[src/rtl/core/assert_macros.svh]
// Assertion macros used by the top level of the TFTP write sequencer.
// No dependencies; bodies compile away when SYNTHESIS is defined.
`ifndef ASSERT_MACROS_SVH
`define ASSERT_MACROS_SVH

`ifndef SYNTHESIS
`define ASSERT_HOLDS(label, clk, rst, prop, msg) \
  label: assert property (@(posedge clk) disable iff (rst) (prop)) else $error(msg);
`define ASSERT_IMPLIES(label, clk, rst, ante, cons, msg) \
  label: assert property (@(posedge clk) disable iff (rst) (ante) |-> (cons)) else $error(msg);
`else
`define ASSERT_HOLDS(label, clk, rst, prop, msg)
`define ASSERT_IMPLIES(label, clk, rst, ante, cons, msg)
`endif

`endif

[src/rtl/core/tftpw_pkg.sv]
// Shared types and constants for the TFTP write sequencer.
// No dependencies; imported by tftpw_engine and the top level.
package tftpw_pkg;

  localparam int DEFAULT_MAX_BLOCK_SIZE = 1456;
  localparam int BASE_BLOCK_SIZE        = 512;
  localparam int MIN_BLOCK_SIZE         = 8;
  localparam int TIMEOUT_LIMIT          = 5;
  localparam int BLIND_TIMEOUT_LIMIT    = 3;
  localparam int SETUP_TIMEOUT_FACTOR   = 4;
  localparam logic [15:0] SERVER_PORT_RESET = 16'd69;

  localparam int CFG_IDX_W = 1;
  localparam logic [CFG_IDX_W-1:0] CFG_BLIND_MODE  = 1'd0;
  localparam logic [CFG_IDX_W-1:0] CFG_SERVER_PORT = 1'd1;

  localparam logic [15:0] OPC_RRQ   = 16'd1;
  localparam logic [15:0] OPC_WRQ   = 16'd2;
  localparam logic [15:0] OPC_DATA  = 16'd3;
  localparam logic [15:0] OPC_ACK   = 16'd4;
  localparam logic [15:0] OPC_ERROR = 16'd5;
  localparam logic [15:0] OPC_OACK  = 16'd6;

  localparam logic [7:0] TEXT_LOW  = 8'h20;
  localparam logic [7:0] TEXT_HIGH = 8'h7E;

  typedef enum logic [1:0] {
    OP_START   = 2'd0,
    OP_PACKET  = 2'd1,
    OP_TIMEOUT = 2'd2
  } op_t;

  typedef enum logic [1:0] {
    ACT_REQUEST = 2'd0,
    ACT_DATA    = 2'd1,
    ACT_DONE    = 2'd2,
    ACT_FAILED  = 2'd3
  } action_t;

  typedef enum logic [2:0] {
    FAIL_NONE        = 3'd0,
    FAIL_SERVER      = 3'd1,
    FAIL_TEXT        = 3'd2,
    FAIL_INVALID     = 3'd3,
    FAIL_BLKSIZE     = 3'd4,
    FAIL_TOO_MANY    = 3'd5,
    FAIL_TIMEOUT     = 3'd6
  } fail_t;

  typedef struct packed {
    logic [1:0]  operation;
    logic [15:0] rx_opcode;
    logic [15:0] rx_block;
    logic [15:0] rx_port;
    logic        blksize_present;
    logic [15:0] blksize_value;
    logic [15:0] source_bytes;
  } tftpw_item_t;

  typedef struct packed {
    action_t     action;
    logic [15:0] block_number;
    logic [15:0] dest_port;
    fail_t       fail_code;
    logic [31:0] total_bytes;
    logic        rollover_warning;
  } tftpw_result_t;

endpackage

[src/rtl/core/tftpw_engine.sv]
// Transfer state and per-event decision logic of the TFTP write sequencer.
// Depends on tftpw_pkg; one event is applied per cycle when fire is high.
module tftpw_engine
  import tftpw_pkg::*;
#(
  parameter int MAX_BLOCK_SIZE = DEFAULT_MAX_BLOCK_SIZE,
  localparam int LenW = $clog2(MAX_BLOCK_SIZE + 1)
) (
  input  logic             clk,
  input  logic             rst,
  input  logic             fire,
  input  tftpw_item_t      item,
  input  logic             blind_mode,
  input  logic [15:0]      server_port,
  output logic             res_valid,
  output tftpw_result_t    res,
  output logic [LenW-1:0]  res_length
);

  typedef enum logic [1:0] {
    PH_IDLE,
    PH_ACTIVE,
    PH_DONE,
    PH_FAILED
  } phase_t;

  phase_t           phase, phase_next;
  logic [15:0]      block_count, block_count_next;
  logic [LenW-1:0]  block_size, block_size_next;
  logic [LenW-1:0]  previous_length, previous_length_next;
  logic             previous_valid, previous_valid_next;
  logic [4:0]       timeout_count, timeout_count_next;
  logic [2:0]       error_count, error_count_next;
  logic             rollover_seen, rollover_seen_next;
  logic [15:0]      target_port, target_port_next;
  logic [31:0]      byte_total, byte_total_next;
  logic             last_sent_kind, last_sent_kind_next;
  logic [LenW-1:0]  last_sent_length, last_sent_length_next;

  logic             is_oack_size;
  logic [LenW-1:0]  bs_use;
  logic [15:0]      bc_inc;
  logic             adv_roll;
  logic [LenW-1:0]  adv_len;
  logic             adv_done;
  logic [32:0]      adv_sum;
  logic [31:0]      adv_total;
  logic [7:0]       opc_high;
  logic             text_err;
  logic             bs_bad;
  logic [4:0]       tc_inc;
  logic [4:0]       limit;
  logic [4:0]       setup_limit;
  logic             resend;
  logic [2:0]       ec_inc;

  assign is_oack_size = (item.operation == OP_PACKET) && (item.rx_opcode == OPC_OACK) &&
                        item.blksize_present;
  assign bs_use    = is_oack_size ? item.blksize_value[LenW-1:0] : block_size;
  assign bc_inc    = block_count + 16'd1;
  assign adv_roll  = (bc_inc == 16'd0) && !rollover_seen;
  assign adv_len   = (item.source_bytes < 16'(bs_use)) ? item.source_bytes[LenW-1:0] : bs_use;
  assign adv_done  = (adv_len == '0) && previous_valid && (previous_length != bs_use);
  assign adv_sum   = {1'b0, byte_total} + 33'(adv_len);
  assign adv_total = adv_sum[32] ? '1 : adv_sum[31:0];

  assign opc_high    = item.rx_opcode[15:8];
  assign text_err    = (opc_high >= TEXT_LOW) && (opc_high <= TEXT_HIGH);
  assign bs_bad      = (item.blksize_value < 16'(MIN_BLOCK_SIZE)) ||
                       (item.blksize_value > 16'(MAX_BLOCK_SIZE));
  assign tc_inc      = timeout_count + 5'd1;
  assign limit       = blind_mode ? 5'(BLIND_TIMEOUT_LIMIT) : 5'(TIMEOUT_LIMIT);
  assign setup_limit = blind_mode ? 5'(BLIND_TIMEOUT_LIMIT * SETUP_TIMEOUT_FACTOR)
                                  : 5'(TIMEOUT_LIMIT * SETUP_TIMEOUT_FACTOR);
  assign resend      = (tc_inc < limit) || ((block_count == 16'd0) && (tc_inc < setup_limit));
  assign ec_inc      = error_count + 3'd1;

  always_comb begin
    logic do_advance;
    logic do_fail;
    fail_t code;

    phase_next            = phase;
    block_count_next      = block_count;
    block_size_next       = block_size;
    previous_length_next  = previous_length;
    previous_valid_next   = previous_valid;
    timeout_count_next    = timeout_count;
    error_count_next      = error_count;
    rollover_seen_next    = rollover_seen;
    target_port_next      = target_port;
    byte_total_next       = byte_total;
    last_sent_kind_next   = last_sent_kind;
    last_sent_length_next = last_sent_length;

    do_advance             = 1'b0;
    do_fail                = 1'b0;
    code                   = FAIL_NONE;
    res_valid              = 1'b0;
    res.action             = ACT_REQUEST;
    res.fail_code          = FAIL_NONE;
    res.rollover_warning   = 1'b0;
    res_length             = '0;

    if (fire) begin
      if (item.operation == OP_START) begin
        phase_next            = PH_ACTIVE;
        block_count_next      = 16'd0;
        block_size_next       = LenW'(BASE_BLOCK_SIZE);
        previous_length_next  = '0;
        previous_valid_next   = 1'b0;
        timeout_count_next    = 5'd1;
        error_count_next      = 3'd0;
        rollover_seen_next    = 1'b0;
        target_port_next      = server_port;
        byte_total_next       = 32'd0;
        last_sent_kind_next   = 1'b0;
        last_sent_length_next = '0;
        res_valid             = 1'b1;
      end else if (phase == PH_ACTIVE) begin
        case (item.operation)
          OP_TIMEOUT: begin
            timeout_count_next = tc_inc;
            if (resend) begin
              res_valid = 1'b1;
              if (last_sent_kind) begin
                res.action = ACT_DATA;
                res_length = last_sent_length;
              end
            end else if (blind_mode) begin
              timeout_count_next = 5'd0;
              do_advance         = 1'b1;
            end else begin
              do_fail = 1'b1;
              code    = FAIL_TIMEOUT;
            end
          end
          OP_PACKET: begin
            if (item.rx_opcode == OPC_ERROR) begin
              do_fail = 1'b1;
              code    = FAIL_SERVER;
            end else if (text_err) begin
              do_fail = 1'b1;
              code    = FAIL_TEXT;
            end else if ((item.rx_opcode == 16'd0) || (item.rx_opcode > OPC_OACK)) begin
              do_fail = 1'b1;
              code    = FAIL_INVALID;
            end else begin
              timeout_count_next = 5'd0;
              if ((block_count == 16'd0) && (item.rx_port != server_port)) begin
                target_port_next = item.rx_port;
              end
              if (item.rx_opcode == OPC_ACK) begin
                if (item.rx_block == block_count) begin
                  do_advance = 1'b1;
                end else if (item.rx_block > block_count) begin
                  error_count_next = ec_inc;
                  if (ec_inc > 3'd5) begin
                    do_fail = 1'b1;
                    code    = FAIL_TOO_MANY;
                  end
                end
              end else if (item.rx_opcode == OPC_OACK) begin
                if (item.blksize_present && bs_bad) begin
                  do_fail = 1'b1;
                  code    = FAIL_BLKSIZE;
                end else begin
                  block_size_next = bs_use;
                  do_advance      = (block_count == 16'd0);
                end
              end
            end
          end
          default: begin
          end
        endcase

        if (do_fail) begin
          phase_next    = PH_FAILED;
          res_valid     = 1'b1;
          res.action    = ACT_FAILED;
          res.fail_code = code;
        end else if (do_advance) begin
          res_valid            = 1'b1;
          block_count_next     = bc_inc;
          res.rollover_warning = adv_roll;
          if (adv_roll) begin
            rollover_seen_next = 1'b1;
          end
          if (adv_done) begin
            phase_next = PH_DONE;
            res.action = ACT_DONE;
          end else begin
            previous_length_next  = adv_len;
            previous_valid_next   = 1'b1;
            byte_total_next       = adv_total;
            last_sent_kind_next   = 1'b1;
            last_sent_length_next = adv_len;
            res.action            = ACT_DATA;
            res_length            = adv_len;
          end
        end
      end
    end

    res.block_number = block_count_next;
    res.dest_port    = target_port_next;
    res.total_bytes  = byte_total_next;
  end

  always_ff @(posedge clk) begin
    if (rst) begin
      phase            <= PH_IDLE;
      block_count      <= 16'd0;
      block_size       <= LenW'(BASE_BLOCK_SIZE);
      previous_length  <= '0;
      previous_valid   <= 1'b0;
      timeout_count    <= 5'd1;
      error_count      <= 3'd0;
      rollover_seen    <= 1'b0;
      target_port      <= SERVER_PORT_RESET;
      byte_total       <= 32'd0;
      last_sent_kind   <= 1'b0;
      last_sent_length <= '0;
    end else begin
      phase            <= phase_next;
      block_count      <= block_count_next;
      block_size       <= block_size_next;
      previous_length  <= previous_length_next;
      previous_valid   <= previous_valid_next;
      timeout_count    <= timeout_count_next;
      error_count      <= error_count_next;
      rollover_seen    <= rollover_seen_next;
      target_port      <= target_port_next;
      byte_total       <= byte_total_next;
      last_sent_kind   <= last_sent_kind_next;
      last_sent_length <= last_sent_length_next;
    end
  end

endmodule

[src/rtl/core/tftp_write_client_sequencer_unit.sv]
// Top level of the TFTP write client sequencer: input beat register, engine, output skid.
// Depends on tftpw_pkg, tftpw_engine and assert_macros.svh.
//
// Usage: the host sends one event beat per in_valid/in_ready handshake (start, received
// packet fields, or receive timeout). Each event gives zero or one result beat on the
// out_valid/out_ready channel: send request, send data block, done, or failed with a code.
// Configuration (blind_mode, server_port) is to be written on the cfg channel only while the block
// is idle; the block itself does not enforce this. cfg_ready is always high.
// Path: an accepted event is held in the input register, and its result is then held in the
// result register. Throughput: one event per cycle while in_ready is high, set by the engine that
// applies each event to the transfer state.
// Stall: a two-entry output (result register plus skid) keeps taking events until both
// entries are full; in_ready then drops until the receiver takes a beat.
// Reset: synchronous; clears the transfer to idle, blind_mode to 0, server_port to 69,
// and empties the input register and output buffer.
`include "assert_macros.svh"

module tftp_write_client_sequencer_unit
  import tftpw_pkg::*;
#(
  parameter int MAX_BLOCK_SIZE = DEFAULT_MAX_BLOCK_SIZE,
  localparam int LenW = $clog2(MAX_BLOCK_SIZE + 1)
) (
  input  logic                 clk,
  input  logic                 rst,
  input  logic                 in_valid,
  output logic                 in_ready,
  input  logic [1:0]           operation,
  input  logic [15:0]          rx_opcode,
  input  logic [15:0]          rx_block,
  input  logic [15:0]          rx_port,
  input  logic                 blksize_present,
  input  logic [15:0]          blksize_value,
  input  logic [15:0]          source_bytes,
  output logic                 out_valid,
  input  logic                 out_ready,
  output logic [1:0]           action,
  output logic [15:0]          block_number,
  output logic [LenW-1:0]      data_length,
  output logic [15:0]          dest_port,
  output logic [2:0]           fail_code,
  output logic [31:0]          total_bytes,
  output logic                 rollover_warning,
  input  logic                 cfg_valid,
  output logic                 cfg_ready,
  input  logic [CFG_IDX_W-1:0] cfg_index,
  input  logic [15:0]          cfg_data
);

  logic             blind_mode;
  logic [15:0]      server_port;

  logic             s1_valid;
  tftpw_item_t      s1_item;
  logic             s1_go;

  logic             res_valid;
  tftpw_result_t    res;
  logic [LenW-1:0]  res_length;

  tftpw_result_t    out_res;
  logic [LenW-1:0]  out_length;
  logic             skid_valid;
  tftpw_result_t    skid_res;
  logic [LenW-1:0]  skid_length;
  logic             out_stall;

  assign cfg_ready = 1'b1;
  assign s1_go     = s1_valid && !skid_valid;
  assign in_ready  = !s1_valid || s1_go;
  assign out_stall = out_valid && !out_ready;

  always_ff @(posedge clk) begin
    if (rst) begin
      blind_mode  <= 1'b0;
      server_port <= SERVER_PORT_RESET;
    end else if (cfg_valid && cfg_ready) begin
      case (cfg_index)
        CFG_BLIND_MODE:  blind_mode  <= cfg_data[0];
        CFG_SERVER_PORT: server_port <= cfg_data;
        default: begin
        end
      endcase
    end
  end

  always_ff @(posedge clk) begin
    if (rst) begin
      s1_valid   <= 1'b0;
      out_valid  <= 1'b0;
      skid_valid <= 1'b0;
    end else begin
      if (in_valid && in_ready) begin
        s1_valid <= 1'b1;
      end else if (s1_go) begin
        s1_valid <= 1'b0;
      end
      if (res_valid && !out_stall) begin
        out_valid <= 1'b1;
      end else if (out_valid && out_ready) begin
        out_valid <= skid_valid;
      end
      if (res_valid && out_stall) begin
        skid_valid <= 1'b1;
      end else if (out_valid && out_ready) begin
        skid_valid <= 1'b0;
      end
    end
  end

  always_ff @(posedge clk) begin
    if (in_valid && in_ready) begin
      s1_item <= '{operation:       operation,
                   rx_opcode:       rx_opcode,
                   rx_block:        rx_block,
                   rx_port:         rx_port,
                   blksize_present: blksize_present,
                   blksize_value:   blksize_value,
                   source_bytes:    source_bytes};
    end
    if (res_valid && !out_stall) begin
      out_res    <= res;
      out_length <= res_length;
    end else if (out_valid && out_ready && skid_valid) begin
      out_res    <= skid_res;
      out_length <= skid_length;
    end
    if (res_valid && out_stall) begin
      skid_res    <= res;
      skid_length <= res_length;
    end
  end

  tftpw_engine #(
    .MAX_BLOCK_SIZE(MAX_BLOCK_SIZE)
  ) u_engine (
    .clk        (clk),
    .rst        (rst),
    .fire       (s1_go),
    .item       (s1_item),
    .blind_mode (blind_mode),
    .server_port(server_port),
    .res_valid  (res_valid),
    .res        (res),
    .res_length (res_length)
  );

  assign action           = out_res.action;
  assign block_number     = out_res.block_number;
  assign data_length      = out_length;
  assign dest_port        = out_res.dest_port;
  assign fail_code        = out_res.fail_code;
  assign total_bytes      = out_res.total_bytes;
  assign rollover_warning = out_res.rollover_warning;

  `ASSERT_IMPLIES(a_skid_behind_head, clk, rst, skid_valid, out_valid, "skid full with empty output")
  `ASSERT_IMPLIES(a_fail_has_code, clk, rst, out_valid && (action == ACT_FAILED), fail_code != FAIL_NONE, "failure beat without code")
  `ASSERT_IMPLIES(a_len_capped, clk, rst, out_valid, data_length <= LenW'(MAX_BLOCK_SIZE), "data length above block size cap")

endmodule
[config.mk]
export PLATFORM = sky130hd
export DESIGN_NAME = tftp_write_client_sequencer_unit
export DESIGN_NICKNAME = d
export VERILOG_FILES = /design/src/rtl/core/tftpw_pkg.sv /design/src/rtl/core/tftpw_engine.sv /design/src/rtl/core/tftp_write_client_sequencer_unit.sv
export VERILOG_INCLUDE_DIRS = /design/src /design/src/rtl/core
export SDC_FILE = /design/constraint.sdc
export NUM_CORES = 1
export LEC_CHECK = 0
export BUFFER_PORTS_ARGS = -buffer_cell sky130_fd_sc_hd__buf_2
export CORE_MARGIN = 2
export CORE_UTILIZATION = 53
export DETAILED_ROUTE_END_ITERATION = 10
export PLACE_DENSITY = 0.87
export SLEW_MARGIN = 20
export SYNTH_ARGS = -nofsm -noshare
export SYNTH_HDL_FRONTEND = slang
export SYNTH_SLANG_ARGS = --single-unit
export TNS_END_PERCENT = 10
[constraint.sdc]
create_clock -name clk -period 8.3 [get_ports clk]
set_input_delay 1.245 -clock clk [delete_from_list [all_inputs] [get_ports clk]]
set_output_delay 1.245 -clock clk [all_outputs]
set_load 0.01 [all_outputs]
==> metrics <==
status complete, no violations; # placed instances 2208; vias in the first global route between 10000 and 15000; Setup violations, final 0; share of flip-flops with an asynchronous set or reset 0; share of cells above drive strength 1 0.179; # port buffers ~190; leak pwr 7.68 nW; YS warnings 0; core area about 32000 um^2; f_max 130 MHz; Setup Fix Bufs, Post-CTS 0; PwrDens about 200 nW/um^2; cells taking the most area after synthesis edfxtp_1, dfxtp_1, nand2_1; Congestion Overflow GR 0; Initial Util 0.536; fin. max-slew vios 0; Final GP Congestion 0.935; drt first pass iters 6; Detailed Place HPWL 29.9 mm; met2 wire len 20.5 mm; average vias per placed instance 5.96; area delta synth->final 15.5%; CP Capture Type register; Fin Setup TNS 0 ns; Skew-Pair Late Insertion Delay 0.54 ns; share of the synthesized area in the top cell type 0.424; clock tree buffer depth 3; vias 13600; # resized after CTS 0; initial antenna violation count 0; Clock Skew 0.0242 ns; VDD IR max 167 uV; total CTS buffers 39; die area 34200 um^2; number of diodes 0; Avg Cell Area, Syn ~11 um^2; Least-Margin Pin Slew ~1.1 ns; RSZ-0062 raised after global routing false; largest net degree at the start of global routing around 100; IO Count around 190; total power 0.00394 W; Layout Nets 1965; dominant synthesized flop cell edfxtp_1; Final min period about 7.7 ns; gr usage total 0.257; library cells used by synthesis 83; most common cell in the netlist edfxtp_1; Cell Area, Synth 17400 um^2; Final Hold Vio Count 0; register area share after synthesis 0.560; Yosys reg bits around 360; Syn Inst Count 1649; Rel. slew slack 0.279; syn nets roughly 1800; wire length on met3 3.36 mm; row cnt 66; WL final 44.2 mm; crit path launch type register; clk root buf clkbuf_16; hold buffers post-CTS 0; crit path DAT 7.96 ns; met1 wire length 18.3 mm; Initial DRC Count 1409; first-pass GRT wire length 69.3 mm; Die W 185 um; H-tree levels 2; CTS tree done; highest routed layer met4; cell taking the most area after synthesis edfxtp_1; max-cap violations 0; Sink Count 363; Post-synth top cells edfxtp_1, nand2_1, nor2_1; die height ~180 um; HP Class register to register; Post-DRT Antenna Nets 0; crit share post-route 0.925; Post-synth EDFFs 245; DRC Markers 0; fillers 2603; clock transition at the registers of the reported paths 0.06 ns; drt wl/cell about 19 um; Data required, critical path approximately 8.6 ns; final non-filler cell total 2282; Setup Crit Path Kind register to register; critical path fanouts, max 20
## worst paths after layout
kind	startpoint	end	slack [ns]	depth (start not counted)
worst max register to register	s1_item[75]	total_bytes[14]	0.62	23
worst min register to register	server_port[10]	server_port[10]	0.48	2
worst max-delay path	s1_item[75]	total_bytes[14]	0.62	23
worst min-delay path	server_port[10]	server_port[10]	0.48	2
## power breakdown
part | internal, W | leakage [nW] | switching, W | total, W
registers | 0.00196 | 3.26 | 0.0000257 | 0.00198
clock network | 0.00108 | 0.634 | 0.000722 | 0.00180
logic | 0.0000587 | 3.78 | 0.0000980 | 0.000157
## critical path: stages (launching register included)
cell,delay [ns]
edfxtp_1,0.39
nor4_1,0.37
nand4_1,0.39
nor2_1,0.72
mux2_2,0.44
inv_1,0.08
ha_1,0.24
a21o_1,0.18
a2111oi_0,0.44
o21ai_1,0.21
nor4_1,0.31
o21ai_0,0.13
buf_4,0.23
mux2_2,0.32
ha_1,0.32
nor2b_1,0.17
o31a_1,0.27
o211ai_1,0.26
a211oi_1,0.17
o21ai_1,0.72
nor2_1,0.19
nor3_2,0.37
a311oi_2,0.19
mux2_2,0.30
## final cells by class
class	instances	area, um^2	share of cell area
flip-flops and latches	363	9720	0.485
multi-input cells	1105	6970	0.348
repair buffers	206	1110	0.0553
clock buffers	54	1080	0.0541
well taps	442	553	0.0276
inverters	94	353	0.0176
clock inverters	18	245	0.0122
## per-stage QoR
stage,instance area (um^2),util,worst slack [ns],hold slack [ns]
floorplan,17400,-,1.46,0.447
global placement,18700,0.576,1.12,0.456
detailed placement,18700,0.576,0.816,0.470
CTS,20000,0.618,0.802,0.479
global route,20000,0.619,0.0433,0.512
finish,20000,0.619,0.624,0.483
## cells by family after synthesis
logic type | after synthesis | share of synthesized area
compound gates | 390 | 0.150
xor+xnor | 47 | 0.0237
fa+ha+maj | 52 | 0.0378
buf+inv | 181 | 0.0411
flops | 363 | 0.560
mux | 46 | 0.0278
other cells | 1 | 0.000216
simple gates | 569 | 0.159
## state kept, by name, summed over array words and instances (netlist names), 16 cells and up
| register | cells |
|---|---|
| server_port | 16 |
| s1_item | 83 |
| total_bytes | 32 |
| u_engine.block_count | 16 |
| dest_port | 16 |
| u_engine.byte_total | 32 |
| u_engine.target_port | 16 |
| block_number | 16 |
| skid_res | 70 |
## per-layer routing
metal	global-route usage	vias up
met1	0.343	6415
met4	0.116	0
met2	0.416	669
met5	0	-
li1	-	6373
met3	0.0401	133
## placed cells by master, fill, tap and decap left out, types with 7 or more instances in the layout
| cell | n |
|---|---|
| a211oi_1 | 11 |
| a21o_1 | 12 |
| a21oi_1 | 68 |
| a221oi_1 | 17 |
| a22o_1 | 14 |
| a22oi_1 | 45 |
| a31oi_1 | 14 |
| and2_1 | 15 |
| and3_1 | 13 |
| buf_2 | 187 |
| buf_4 | 16 |
| clkbuf_1 | 12 |
| clkbuf_16 | 41 |
| dfxtp_1 | 118 |
| edfxtp_1 | 245 |
| ha_1 | 49 |
| inv_1 | 94 |
| mux2_2 | 16 |
| mux2i_1 | 29 |
| nand2_1 | 173 |
| nand2b_1 | 12 |
| nand3_1 | 35 |
| nand4_1 | 23 |
| nor2_1 | 157 |
| nor2b_1 | 18 |
| nor3_1 | 39 |
| nor4_1 | 23 |
| nor4_2 | 7 |
| o211ai_1 | 17 |
| o21ai_0 | 97 |
| o21ai_1 | 19 |
| or2_2 | 10 |
| or3_1 | 7 |
| xnor2_1 | 37 |
| xor2_1 | 10 |
(Power assumes the default switching activity.)
